`config.mk`:
```
export PLATFORM = sky130hd
export DESIGN_NAME = byte_ring_fifo_top
export DESIGN_NICKNAME = d
export VERILOG_FILES = /design/src/design/brf_pkg.sv /design/src/design/byte_ring_fifo_top.sv
export SDC_FILE = /design/constraint.sdc
export NUM_CORES = 1
export LEC_CHECK = 0
export BUFFER_PORTS_ARGS = -buffer_cell sky130_fd_sc_hd__buf_2
export CAP_MARGIN = 20
export CORE_ASPECT_RATIO = 1.2
export CORE_MARGIN = 2
export CORE_UTILIZATION = 45
export DETAILED_ROUTE_END_ITERATION = 10
export GPL_ROUTABILITY_DRIVEN = 0
export RECOVER_POWER = 50
export SLEW_MARGIN = 20
export SYNTH_ARGS = -nofsm -noshare
export SYNTH_HDL_FRONTEND = slang
export SYNTH_SLANG_ARGS = --single-unit
```
`constraint.sdc`:
```
create_clock -name clk -period 14.2 [get_ports clk]
set_clock_uncertainty 0.1 [all_clocks]
set_input_delay 0.71 -clock clk [delete_from_list [all_inputs] [get_ports clk]]
set_output_delay 0.71 -clock clk [all_outputs]
set_load 0.05 [all_outputs]
```
`src/design/brf_pkg.sv`:
```
`timescale 1ns / 1ps
// ----------------------------------------------------------------------------
// brf_pkg
// Shared widths, operation codes and defaults for the circular byte FIFO.
// ----------------------------------------------------------------------------
package brf_pkg;

  localparam int DEFAULT_CAPACITY = 64;
  localparam int MAX_CAPACITY     = 64;

  localparam int BYTE_W  = 8;
  localparam int COUNT_W = 7;
  localparam int MODE_W  = 2;

  typedef logic [MODE_W-1:0]  mode_t;
  typedef logic [BYTE_W-1:0]  byte_t;
  typedef logic [COUNT_W-1:0] count_t;

  localparam mode_t MODE_WRITE = 2'd0;
  localparam mode_t MODE_READ  = 2'd1;
  localparam mode_t MODE_PEEK  = 2'd2;
  localparam mode_t MODE_DROP  = 2'd3;

endpackage

```
`src/design/byte_ring_fifo_top.sv`:
```
`timescale 1ns / 1ps
// ----------------------------------------------------------------------------
// byte_ring_fifo_top
// Circular byte FIFO with write, read, peek and drop operations.
// ----------------------------------------------------------------------------
// Write and drop: one result, registered the cycle after the input transfer.
// Read and peek: one result per byte, the first registered the cycle after
// the transfer, then one per cycle while results are taken, paced by the
// single synchronous read port of the store. A read or peek blocks new input
// until its last byte is fetched. Reset empties the FIFO (pointers zero, empty
// flag set); the byte store holds no reset value and needs no clearing pass.
module byte_ring_fifo_top
  import brf_pkg::*;
#(
  parameter int CAPACITY = DEFAULT_CAPACITY
) (
  input  logic          clk,
  input  logic          rst,

  input  logic          in_valid,
  output logic          in_ready,
  input  mode_t         mode,
  input  byte_t         write_byte,
  input  count_t        request_count,

  output logic          out_valid,
  input  logic          out_ready,
  output byte_t         out_byte,
  output logic          byte_valid,
  output logic          last,
  output count_t        done_count,
  output count_t        fill_level,
  output count_t        free_space
);

  localparam int PTR_W = (CAPACITY > 1) ? $clog2(CAPACITY) : 1;

  localparam count_t       CAP_C    = COUNT_W'(CAPACITY);
  localparam logic [PTR_W-1:0] LAST_PTR = PTR_W'(CAPACITY - 1);

  localparam logic ST_IDLE   = 1'b0;
  localparam logic ST_STREAM = 1'b1;

  // control state
  logic             state;
  logic [PTR_W-1:0] read_pointer;
  logic [PTR_W-1:0] write_pointer;
  logic             empty_flag;

  // streaming state
  logic [PTR_W-1:0] addr;
  count_t           remaining;

  // byte store
  byte_t            byte_store [CAPACITY];
  byte_t            rd_data;
  logic             rd_en;
  logic [PTR_W-1:0] rd_addr;
  logic             wr_en;

  // result register
  logic             res_byte_valid;
  logic             res_last;
  count_t           res_done;
  count_t           res_fill;

  // next values
  logic             state_next;
  logic [PTR_W-1:0] read_pointer_next;
  logic [PTR_W-1:0] write_pointer_next;
  logic             empty_flag_next;
  logic [PTR_W-1:0] addr_next;
  count_t           remaining_next;

  logic             out_free;
  logic             in_fire;
  logic             stream_step;
  count_t           fill_now;
  logic             full;
  count_t           n_clamp;
  count_t           rp_sum;
  logic [PTR_W-1:0] rp_adv;
  logic [PTR_W-1:0] wp_inc;
  logic [PTR_W-1:0] rp_inc;
  logic             is_fetch_op;
  logic             load_res;
  logic             load_byte_valid;
  logic             load_last;
  count_t           load_done;
  count_t           load_fill;

  assign out_free    = !out_valid || out_ready;
  assign in_ready    = (state == ST_IDLE) && out_free;
  assign in_fire     = in_valid && in_ready;
  assign stream_step = (state == ST_STREAM) && out_free;

  always_comb begin
    if (write_pointer > read_pointer) begin
      fill_now = COUNT_W'(write_pointer) - COUNT_W'(read_pointer);
    end else if (write_pointer < read_pointer) begin
      fill_now = CAP_C - COUNT_W'(read_pointer) + COUNT_W'(write_pointer);
    end else begin
      fill_now = empty_flag ? '0 : CAP_C;
    end
  end

  assign full    = (fill_now == CAP_C);
  assign n_clamp = (request_count > fill_now) ? fill_now : request_count;
  assign rp_sum  = COUNT_W'(read_pointer) + n_clamp;
  assign rp_adv  = (rp_sum >= CAP_C) ? PTR_W'(rp_sum - CAP_C) : rp_sum[PTR_W-1:0];
  assign wp_inc  = (write_pointer == LAST_PTR) ? '0 : write_pointer + 1'b1;
  assign rp_inc  = (read_pointer == LAST_PTR) ? '0 : read_pointer + 1'b1;

  assign is_fetch_op = ((mode == MODE_READ) || (mode == MODE_PEEK)) && (n_clamp != '0);

  always_comb begin
    state_next         = state;
    read_pointer_next  = read_pointer;
    write_pointer_next = write_pointer;
    empty_flag_next    = empty_flag;
    addr_next          = addr;
    remaining_next     = remaining;
    wr_en              = 1'b0;
    rd_en              = 1'b0;
    rd_addr            = read_pointer;
    load_res           = 1'b0;
    load_byte_valid    = 1'b0;
    load_last          = 1'b1;
    load_done          = res_done;
    load_fill          = res_fill;

    if (in_fire) begin
      load_res = 1'b1;
      case (mode)
        MODE_WRITE: begin
          if (!full) begin
            wr_en              = 1'b1;
            write_pointer_next = wp_inc;
            empty_flag_next    = 1'b0;
            load_done          = COUNT_W'(1);
            load_fill          = fill_now + 1'b1;
          end else begin
            load_done = '0;
            load_fill = fill_now;
          end
        end
        MODE_DROP: begin
          // a zero drop on a full FIFO still sets the empty flag
          read_pointer_next = rp_adv;
          load_done         = n_clamp;
          if (rp_adv == write_pointer) begin
            empty_flag_next = 1'b1;
            load_fill       = '0;
          end else begin
            load_fill = fill_now - n_clamp;
          end
        end
        default: begin
          load_done = n_clamp;
          load_fill = fill_now;
          if (is_fetch_op) begin
            // fetch the first byte now, stream the rest
            rd_en           = 1'b1;
            rd_addr         = read_pointer;
            load_byte_valid = 1'b1;
            load_last       = (n_clamp == COUNT_W'(1));
            addr_next       = rp_inc;
            remaining_next  = n_clamp - 1'b1;
            if (n_clamp != COUNT_W'(1)) begin
              state_next = ST_STREAM;
            end
            if (mode == MODE_READ) begin
              read_pointer_next = rp_adv;
              load_fill         = fill_now - n_clamp;
              if (rp_adv == write_pointer) begin
                empty_flag_next = 1'b1;
              end
            end
          end
        end
      endcase
    end else if (stream_step) begin
      load_res        = 1'b1;
      rd_en           = 1'b1;
      rd_addr         = addr;
      load_byte_valid = 1'b1;
      load_last       = (remaining == COUNT_W'(1));
      addr_next       = (addr == LAST_PTR) ? '0 : addr + 1'b1;
      remaining_next  = remaining - 1'b1;
      if (remaining == COUNT_W'(1)) begin
        state_next = ST_IDLE;
      end
    end
  end

  always_ff @(posedge clk) begin
    if (rst) begin
      state         <= ST_IDLE;
      read_pointer  <= '0;
      write_pointer <= '0;
      empty_flag    <= 1'b1;
      out_valid     <= 1'b0;
    end else begin
      state         <= state_next;
      read_pointer  <= read_pointer_next;
      write_pointer <= write_pointer_next;
      empty_flag    <= empty_flag_next;
      if (load_res) begin
        out_valid <= 1'b1;
      end else if (out_ready) begin
        out_valid <= 1'b0;
      end
    end
  end

  always_ff @(posedge clk) begin
    addr      <= addr_next;
    remaining <= remaining_next;
    if (load_res) begin
      res_byte_valid <= load_byte_valid;
      res_last       <= load_last;
      res_done       <= load_done;
      res_fill       <= load_fill;
    end
  end

  // store: one write port, one registered read port
  always_ff @(posedge clk) begin
    if (wr_en) begin
      byte_store[write_pointer] <= write_byte;
    end
  end

  always_ff @(posedge clk) begin
    if (rd_en) begin
      rd_data <= byte_store[rd_addr];
    end
  end

  assign out_byte   = res_byte_valid ? rd_data : '0;
  assign byte_valid = res_byte_valid;
  assign last       = res_last;
  assign done_count = res_done;
  assign fill_level = res_fill;
  assign free_space = CAP_C - res_fill;

  // checks
  a_fill_bound: assert property (@(posedge clk) disable iff (rst)
    fill_now <= CAP_C)
    else $error("fill level above capacity");

  a_empty_ptrs: assert property (@(posedge clk) disable iff (rst)
    empty_flag |-> (read_pointer == write_pointer))
    else $error("empty flag set with unequal pointers");

  a_stream_count: assert property (@(posedge clk) disable iff (rst)
    (state == ST_STREAM) |-> (remaining != '0))
    else $error("streaming with nothing left");

  a_stream_end: assert property (@(posedge clk) disable iff (rst)
    (stream_step && remaining == COUNT_W'(1)) |=>
      (state == ST_IDLE && out_valid && res_last && res_byte_valid))
    else $error("stream did not end on its last byte");

  a_write_nonempty: assert property (@(posedge clk) disable iff (rst)
    (in_fire && mode == MODE_WRITE && !full) |=> (!empty_flag && fill_level != '0))
    else $error("accepted write left FIFO empty");

endmodule

```
==> metrics.md, run 1 <==
| Metric | Value |
|---|---|
| Violated checks | `max-capacitance violations, max-slew violations` |
| Syn Std Cell Area | `24300 um2` |
| Die Y | `258 um` |
| Mux contribution to synthesized area | `12.4%` |
| Crit-path most repeated cell | `inv_1` |
| Number of global-route vias before repair | `13425` |
| Post-DP HPWL | `34400 um` |
| Post-synth ARST share | `0%` |
| Worst Path Max Fanout | `10` |
| Synth unique cells | `76` |
| Post-synthesis compound-gate area fraction | `6.30%` |
| Worst Tran Pin Value | `3.28 ns` |
| Min Tclk post-route | `7.32 ns` |
| Xor and xnor area share after synthesis | `1.70%` |
| Ant. Diodes | `0` |
| Placed inst area | `25400 um2` |
| Post-cts sizing count | `0` |
| Max Clock Freq | `0.137 GHz` |
| Syn_nets | `1505` |
| Simple-gate share of the synthesized area | `6.48%` |
| Post-cts hold buffer count | `0` |
| Vias | `13300` |
| Row Count | `93` |
| Final antenna-violating net count | `0` |
| Main synth FF type | `edfxtp_1` |
| Wire length per cell | `24.9 um` |
| # DRC | `0` |
| Drt first pass iters | `5` |
| Max cap viols | `7` |
| GRT Total Usage | `20.3%` |
| Period utilization | `51.5%` |
| WL final | `56400 um` |
| Share of the synthesized area in the top cell type | `68.0%` |
| Number of endpoints failing setup at the final stage | `0` |
| Post-CTS Setup Inserts | `0` |
| DR iter-0 viols | `1245` |
| CTS Buf Count | `56` |
| Port buffer count | `53` |
| FF+latch count, synth | `564` |
| Slowest cell on crit path | `mux2i_1` |
| DIE AREA | `55800 um2` |
| TNS Setup | `0 ns` |
| Power Density | `161 nW/um2` |
| WHS | `0.257 ns` |
| Mean post-synth cell area | `16.8 um2` |
| CTS H-Tree Depth | `2` |
| Die W | `216 um` |
| Adder-Cell Fraction of Synth Area | `2.10%` |
| Initial core utilization | `45.3%` |
| Initial antenna violation count | `0` |
| Post-synth EDFFs | `549` |
| Clk buf depth | `3` |
| Worst Path Class, Setup | `register to register` |
| Outcome | `complete, but fails checks` |
| Pleak | `0.00882 uW` |
| Mapped Cells | `1445` |
| RSZ-0062 raised after global routing | `no` |
| CP max stage delay | `0.64 ns` |
| CP Capture Type | `register` |
| Top cells by area, synth | `edfxtp_1 68%, mux4_2 12%, ha_1 1.9%` |
| Worst EP required | `14.44 ns` |
| Hold Vio Cnt, Final | `0` |
| Io pins | `54` |
| Synth-to-Final Area Change | `11.6%` |
| First-pass GRT wire length | `85100 um` |
| Layout Nets | `1565` |
| Clock Latency Late Sink | `0.62 ns` |
| Design area | `27100 um2` |
| Max VDD drop | `0.000105 V` |
| Slew Viols, Final | `455` |
| CTS tree | `done` |
| Largest net degree at the start of global routing | `65` |
| Ratio of cells with drive above 1 in the final layout | `17.0%` |
| Total core area | `53500 um2` |
| Average via count per standard cell | `5.88` |
| Crit start category | `register` |
| Largest family of logic cells by synthesized area | `multiplexers` |
| Root Buffer | `clkbuf_16` |
| Worst Hold Class | `primary input to register` |
| Yosys Warn Count | `0` |
| FF-to-FF setup slack | `6.88 ns` |
| Total clock sinks | `564` |
| Clk pin slew, worst setup/hold paths | `0.07 ns` |
| Slew margin rel. | `-119%` |
| Sequential fraction of the synthesis area | `69.2%` |
| Post-synth top area cell | `edfxtp_1` |
| Worst Path Arrival | `7.55 ns` |
| Grt ovf | `0` |
==> cell type report <==
cell class | count | area [um2]
flip-flops and latches | 564 | 16800
inverters | 39 | 146
multi-input cells | 768 | 7070
repair buffers | 76 | 357
clock inverters | 40 | 389
fillers | 4434 | 26500
well taps | 712 | 891
clock buffers | 64 | 1430
==> routing by layer <==
layer / wire length (um) / track usage [%]
met5: 0 / 0
met1: 23800 / 27.7
met3: 3320 / 3.32
met2: 27600 / 33.7
met4: 1690 / 6.54
==> worst max-delay path: cells and delay by family (launching register included) <==
family | cells | cell delay (ns)
AO/OA/AOI/OAI | 11 | 2.55
buffers and inverters | 5 | 0.68
multiplexers | 2 | 0.85
flip-flops | 1 | 0.49
XOR/XNOR | 2 | 0.35
AND/OR/NAND/NOR | 4 | 0.89
adder cells (fa/ha/maj) | 4 | 1.14
==> report_power, final <==
part	switching, uW	total, uW	internal [uW]
sequential	35.6	1930	1890
combinational	605	939	334
clock	630	1480	850
total	1270	4350	3080
==> worst paths after layout <==
check	end	cells after the start	startpoint
setup / recovery	fill_level[1]$_DFFE_PP_	28	read_pointer[1]$_SDFFE_PP0P_
hold reg to reg	read_pointer[5]$_SDFFE_PP0P_	2	read_pointer[5]$_SDFFE_PP0P_
setup reg to reg	fill_level[1]$_DFFE_PP_	28	read_pointer[1]$_SDFFE_PP0P_
hold / removal	out_valid$_SDFFE_PP0P_	3	in_valid
==> logic make-up (layout without fill, tap and decap cells) <==
group           after synthesis  in the layout
simple gates                331            331
flops                       564            564
fa+ha+maj                    39             39
mux                         139            139
compound gates              212            212
xor+xnor                     47             47
buf+inv                     113            219
==> synth_stat cells, drive strengths merged, types with 3 or more instances <==
library cell / number
dfxtp: 15
o21ai: 20
nor3: 12
mux2i: 9
a22o: 3
nand2: 99
ha: 36
nand4: 8
a21boi: 3
a311oi: 19
o22ai: 7
o221ai: 3
inv: 39
and3: 5
nand3: 25
fa: 3
nand3b: 4
mux4: 128
or4: 4
edfxtp: 549
o31ai: 5
nor4: 3
a211o: 5
xor2: 17
a211oi: 42
xnor2: 30
or3: 6
nand2b: 9
a21oi: 50
a31oi: 20
clkbuf: 50
a21o: 8
nor2b: 8
and2: 43
o21bai: 3
nor2: 103
buf: 24
o21ba: 3
==> per-stage QoR <==
step                power [uW]  worst slack [ns]  cells  utilization (%)
global placement          2910              7.50   2157             47.3
CTS                       4390              7.23   2263             50.8
floorplan                 2630              8.06   1445                -
global route              4510              6.25   2263             50.6
detailed placement        2910              7.26   2159             47.4
finish                    4350              6.88   2263             50.6
==> state kept, by name, indices dropped and copies added, names as in the netlist <==
name and cells:
byte_store 512, out_valid 1, remaining 7, last 1
state 1, done_count 7, byte_valid 1, fill_level 7
rd_data 8, empty_flag 1, write_pointer 6, addr 6
read_pointer 6
==> cell usage in the layout, fill, tap and decap left out, types with 39 or more instances in the layout <==
cell       count
mux4_2       128
nand2_1       98
clkbuf_16     56
edfxtp_1     549
and2_1        42
clkbuf_1      53
a211oi_1      42
nor2_1       103
inv_1         39
a21oi_1       48
(Power assumes the default switching activity.)
==> run 2: changes to the inputs <==
==> constraint.sdc (replaced) <==
create_clock -name clk -period 6.6 [get_ports clk]
set_clock_uncertainty 0.1 [all_clocks]
set_input_delay 0.33 -clock clk [delete_from_list [all_inputs] [get_ports clk]]
set_output_delay 0.33 -clock clk [all_outputs]
set_load 0.05 [all_outputs]
==> metrics.md, run 2 (synthesis results as in run 1) <==
| Metric | Value |
|---|---|
| Outcome | `complete, but fails checks` |
| Violated checks | `max-capacitance violations, max-slew violations` |
| Filler cell count | `4441 (+0.16%)` |
| Worst Path Arrival | `6.55 ns (-1.00 ns)` |
| First-pass GRT wire length | `85300 um (+0.30%)` |
| Wire length per cell | `24.9 um (-0.11%)` |
| Final antenna-violating net count | `0 (unchanged)` |
| FF-to-FF setup slack | `0.43 ns (-6.45 ns)` |
| Hold Crit Start | `mode[0]` |
| Largest net degree at the start of global routing | `65 (unchanged)` |
| Worst Tran Pin Value | `3.20 ns (-0.0867 ns)` |
| Worst Path Class, Setup | `register to register` |
| DIE AREA | `55800 um2 (unchanged)` |
| Max Clock Freq | `0.162 GHz (+19%)` |
| Worst Path Max Fanout | `9 (-1)` |
| Design Power | `9240 uW (+110%)` |
| Row Count | `93 (unchanged)` |
| Number of global-route vias before repair | `13482 (+0.42%)` |
| Period utilization | `93.5% (+42 points)` |
| Met2 Use GR | `33.3% (-0.40 points)` |
| TNS Setup | `0 ns (unchanged)` |
| Worst R2R Start | `write_pointer[0]$_SDFFE_PP0P_` |
| Worst Hold Class | `primary input to register` |
| Max cap viols | `8 (+1)` |
| Initial core utilization | `45.3% (unchanged)` |
| Io pins | `54 (unchanged)` |
| Clk buf depth | `3 (unchanged)` |
| Number of endpoints failing setup at the final stage | `0 (unchanged)` |
| Worst R2R End | `fill_level[0]$_DFFE_PP_` |
| Synth-to-Final Area Change | `12.0%` |
| Ratio of cells with drive above 1 in the final layout | `18.5% (+1.6 points)` |
| Total clock sinks | `564 (unchanged)` |
| Largest registers | `byte_store (512), rd_data (8)` |
| Non-Filler Instances | `2278 (+0.66%)` |
| Average via count per standard cell | `5.81 (-1.2%)` |
| Pleak | `0.00887 uW (+0.59%)` |
| Slowest cell on crit path | `or4_1` |
| Root Buffer | `clkbuf_16` |
| Hold Vio Cnt, Final | `0 (unchanged)` |
| CTS H-Tree Depth | `2 (unchanged)` |
| Clock Latency Late Sink | `0.61 ns (about the same)` |
| WP buf/inv | `4 (-1)` |
| Top reg by flops | `byte_store` |
| RSZ-0062 raised after global routing | `no` |
| DR iter-0 viols | `1402 (+13%)` |
| Post-CTS Setup Inserts | `0 (unchanged)` |
| Slew margin rel. | `-113% (+5.8 points)` |
| Hold depth | `4 (+1)` |
| Hold Path End | `empty_flag$_SDFFE_PP1P_` |
| Met1 usage | `27.9% (+0.24 points)` |
| Commonest non-fill, non-tap cells in the layout | `549 x edfxtp_1, 128 x mux4_2, 102 x nor2_1, 98 x nand2_1, 57 x clkbuf_16` |
| Port buffer count | `53 (unchanged)` |
| Post-DP HPWL | `35500 um (+3.3%)` |
| Die Y | `258 um (unchanged)` |
| Layout Nets | `1585 (+1.3%)` |
| GRT busiest layer | `met2` |
| R2R cell count | `28 (unchanged)` |
| CP Capture Type | `register` |
| WL final | `56700 um (+0.55%)` |
| Delay-heaviest family, CP | `compound AO/OA/AOI/OAI gates` |
| Max reg flops | `512 (unchanged)` |
| Power Density | `340 nW/um2 (+110%)` |
| CTS tree | `done` |
| Slew Viols, Final | `520 (+14%)` |
| Placed insts | `2177 (+0.83%)` |
| Ant. Diodes | `0 (unchanged)` |
| Util after Layout | `50.8% (+0.19 points)` |
| Total core area | `53500 um2 (unchanged)` |
| Vias | `13224 (-0.57%)` |
| Crit start category | `register` |
| Clk pin slew, worst setup/hold paths | `0.07 ns (about the same)` |
| Worst slack at placement | `0.307 ns (-6.95 ns)` |
| GRT Total Usage | `20.4% (+0.13 points)` |
| Max VDD drop | `0.000203 V (+93%)` |
| Final Worst Setup Slack | `0.430 ns (-6.45 ns)` |
| Initial antenna violation count | `0 (unchanged)` |
| # DRC | `0 (unchanged)` |
| Worst EP required | `6.98 ns (-7.46 ns)` |
| Grt ovf | `0 (unchanged)` |
| Die W | `216 um (unchanged)` |
| Most common cell after layout, fill and taps aside | `edfxtp_1` |
| CP max stage delay | `0.57 ns (-0.07 ns)` |
| CTS Buf Count | `55 (-1.8%)` |
| Drt first pass iters | `7 (+2)` |
| Min Tclk post-route | `6.17 ns (-1.15 ns)` |
| Grt met3 use | `3.54% (+0.22 points)` |
## run 2: power breakdown
part,internal [uW],total (uW),switching (uW)
registers,4070,4140,73.2
clock network,1660,3020,1350
logic,762,2080,1320
total,6500,9240,2740
## run 2: metrics by stage
| step | hold WS [ns] | cell area (um2) |
|---|---|---|
| CTS | 0.0710 | 27200 |
| floorplan | 0.329 | 24300 |
| global placement | 0.412 | 25500 |
| detailed placement | 0.419 | 25500 |
| global route | 0.0961 | 27200 |
| finish | 0.102 | 27200 |
## run 2: worst max-delay path by stage
stage                             startpoint                      end  slack (ns)  depth (start not counted)
3_5_place_dp   write_pointer[0]$_SDFFE_PP0P_  fill_level[0]$_DFFE_PP_        0.31                         28
6_report       write_pointer[0]$_SDFFE_PP0P_  fill_level[0]$_DFFE_PP_        0.43                         28
4_1_cts        write_pointer[0]$_SDFFE_PP0P_  fill_level[0]$_DFFE_PP_        0.28                         28
2_1_floorplan  write_pointer[0]$_SDFFE_PP0P_  fill_level[0]$_DFFE_PP_        0.46                         31
5_1_grt        write_pointer[0]$_SDFFE_PP0P_  fill_level[0]$_DFFE_PP_        0.02                         31
3_3_place_gp   write_pointer[0]$_SDFFE_PP0P_  fill_level[0]$_DFFE_PP_        0.48                         28
## run 2: tightest hold or removal path, cell delays in order
cell	delay [ns]
buf_2	0.12
nand2b_1	0.09
o2111a_1	0.18
a21oi_1	0.04
## run 2: timing repair
action / in CTS / in global routing
endpoints found under the hold margin: 3 / 0
resized for setup: 0 / 8
setup endpoints to repair: 0 / 7
hold buffers: 3 / 0
## run 2: area by class of cell
cell class | count | area (um2) | area share, %
repair buffers | 97 | 554 | 2.04
inverters | 39 | 146 | 0.539
clock buffers | 70 | 1480 | 5.43
flip-flops and latches | 564 | 16800 | 61.8
multi-input cells | 768 | 7100 | 26.1
clock inverters | 28 | 225 | 0.829
well taps | 712 | 891 | 3.28
## run 2: metal layers
metal  vias to the layer above  routed length [um]
met2                       442               27600
met4                         0                1950
met5                         -                   0
met1                      6799               23800
met3                        99                3430
li1                       5884                   -
==> run 3: changes to the inputs <==
--- a/config.mk
+++ b/config.mk
@@ -12,7 +12,6 @@
 export CORE_UTILIZATION = 45
 export DETAILED_ROUTE_END_ITERATION = 10
 export GPL_ROUTABILITY_DRIVEN = 0
-export RECOVER_POWER = 50
 export SLEW_MARGIN = 20
 export SYNTH_ARGS = -nofsm -noshare
 export SYNTH_HDL_FRONTEND = slang
==> metrics.md, run 3 (synthesis results as in run 1) <==
| Metric | Value |
|---|---|
| Outcome | `complete, no violations` |
| Largest net degree at the start of global routing | `65 (unchanged)` |
| Worst EP required | `6.98 ns (about the same)` |
| Clk buf depth | `3 (unchanged)` |
| Synth-to-Final Area Change | `12.4%` |
| Multi-input logic area | `7100 um2 (about the same)` |
| Clk pin slew, worst setup/hold paths | `0.07 ns (about the same)` |
| Period utilization | `93.7% (+0.21 points)` |
| Met1 usage | `27.9% (unchanged)` |
| Layout Nets | `1585 (unchanged)` |
| Sequential Area | `16800 um2 (unchanged)` |
| Worst Path Class, Setup | `register to register` |
| DR iter-0 viols | `1441 (+2.8%)` |
| Ratio of cells with drive above 1 in the final layout | `21.3% (+2.8 points)` |
| Power Density | `339 nW/um2 (-0.16%)` |
| Sw Pwr | `2740 uW (about the same)` |
| GRT Total Usage | `20.4% (unchanged)` |
| Util after Layout | `50.9% (+0.16 points)` |
| Slew Viols, Final | `0 (-100%)` |
| DIE AREA | `55800 um2 (unchanged)` |
| Reg power frac | `44.7% (-0.2 points)` |
| Filler cell count | `4415 (-0.59%)` |
| Min Tclk post-route | `6.18 ns (+0.0137 ns)` |
| Met2 Use GR | `33.3% (unchanged)` |
| Post-CTS Setup Inserts | `0 (unchanged)` |
| Commonest non-fill, non-tap cells in the layout | `549 x edfxtp_1, 128 x mux4_2, 102 x nor2_1, 98 x nand2_1, 57 x clkbuf_16` |
| Drt first pass iters | `5 (-2)` |
| Wire length per cell | `24.9 um (about the same)` |
| WL final | `56700 um (about the same)` |
| Internal power | `6510 uW (+0.21%)` |
| TNS Setup | `0 ns (unchanged)` |
| Post-DP HPWL | `35500 um (unchanged)` |
| GRT busiest layer | `met2` |
| Initial core utilization | `45.3% (unchanged)` |
| Most common cell after layout, fill and taps aside | `edfxtp_1` |
| Max reg flops | `512 (unchanged)` |
| Number of endpoints failing setup at the final stage | `0 (unchanged)` |
| Port buffer count | `53 (unchanged)` |
| Die W | `216 um (unchanged)` |
| Ant. Diodes | `0 (unchanged)` |
| Row Count | `93 (unchanged)` |
| Non-Filler Instances | `2278 (unchanged)` |
| WP buf/inv | `4 (unchanged)` |
| Largest registers | `byte_store (512), rd_data (8)` |
| Pleak | `0.00901 uW (+1.6%)` |
| Worst Path Arrival | `6.57 ns (+0.02 ns)` |
| CTS H-Tree Depth | `2 (unchanged)` |
| Worst Path Max Fanout | `9 (unchanged)` |
| Die Y | `258 um (unchanged)` |
| First-pass GRT wire length | `85300 um (unchanged)` |
| Io pins | `54 (unchanged)` |
| Placed insts | `2177 (unchanged)` |
| Vias | `13189 (-0.26%)` |
| CP Capture Type | `register` |
| Crit start category | `register` |
| Clock network power share | `32.6% (about the same)` |
| Max VDD drop | `0.000201 V (-0.72%)` |
| Initial antenna violation count | `0 (unchanged)` |
| Clock Latency Late Sink | `0.61 ns (about the same)` |
| Comb pwr share | `22.7% (+0.2 points)` |
| Number of global-route vias before repair | `13482 (unchanged)` |
| Grt met3 use | `3.54% (unchanged)` |
| RSZ-0062 raised after global routing | `no` |
| Max Clock Freq | `0.162 GHz (-0.22%)` |
| CTS Buf Count | `55 (unchanged)` |
| Total clock sinks | `564 (unchanged)` |
| Switching Fraction | `29.6% (-0.041 points)` |
| Design Power | `9250 uW (+0.15%)` |
| Placed inst area | `25500 um2 (unchanged)` |
| Grt ovf | `0 (unchanged)` |
| CP max stage delay | `0.56 ns (about the same)` |
| # DRC | `0 (unchanged)` |
| Total core area | `53500 um2 (unchanged)` |
| Top reg by flops | `byte_store` |
| Max cap viols | `0 (-8)` |
| Worst Hold Class | `primary input to register` |
| Slew margin rel. | `36.6% (+150 points)` |
| Root Buffer | `clkbuf_16` |
| Design area | `27300 um2 (+0.31%)` |
| CTS tree | `done` |
| Average via count per standard cell | `5.79 (-0.26%)` |
| Hold Vio Cnt, Final | `0 (unchanged)` |
| Slowest cell on crit path | `or4_1` |
| Delay-heaviest family, CP | `compound AO/OA/AOI/OAI gates` |
| Final antenna-violating net count | `0 (unchanged)` |
| Worst Tran Pin Value | `0.931 ns (-2.27 ns)` |
==> run 3: cell count changes in the layout (fill, tap and decap cells not counted), sizes merged <==
cell and delta:
buf +43, clkbuf -43
==> run 3: through the flow <==
step,hold slack [ns],setup WS (ns)
5_1_grt,0.0961,0.0202
3_5_place_dp,0.419,0.307
6_report,0.104,0.416
4_1_cts,0.0710,0.276
2_1_floorplan,0.329,0.462
3_3_place_gp,0.412,0.484
==> run 3: final cells by class <==
cell class              count  area share [%]
repair buffers             97            2.32
well taps                 712            3.27
multi-input cells         768            26.1
flip-flops and latches    564            61.6
clock buffers              70            5.41
inverters                  39           0.537
clock inverters            28           0.826
==> run 3: what timing repair did <==
item / in CTS / in global routing
hold buffers: 3 / 0
endpoints found under the hold margin: 3 / 0
endpoints found under the setup margin: 0 / 7
gates resized for setup: 0 / 8
==> run 3: worst min-delay path, delay by kind of cell <==
kind                   cells  cell delay, ns
and+or+nand+nor            1            0.09
buffers and inverters      1            0.12
AOI/OAI and AO/OA          2            0.22
==> run 3: metal layers <==
metal	wire, um	up-vias
met5	0	-
met4	1950	0
met3	3120	96
met2	27600	417
met1	24100	6790
li1	-	5886
==> run 3: path summary, 6_finish.rpt <==
check                                      from                      endpoint  slack (ns)  depth (start not counted)
setup / recovery  write_pointer[0]$_SDFFE_PP0P_       fill_level[0]$_DFFE_PP_        0.42                         28
hold / removal                          mode[0]       empty_flag$_SDFFE_PP1P_        0.10                          4
setup reg to reg  write_pointer[0]$_SDFFE_PP0P_       fill_level[0]$_DFFE_PP_        0.42                         28
hold reg to reg    read_pointer[5]$_SDFFE_PP0P_  read_pointer[5]$_SDFFE_PP0P_        0.43                          2
==> run 3: power by group through the flow <==
stage	Sequential (uW)	Combinational, uW	Clock [uW]
floorplan	4270	1390	0
global placement	4210	2090	0
detailed placement	4210	2110	0
CTS	4130	2110	3060
global route	4140	2260	3190
finish	4130	2100	3020
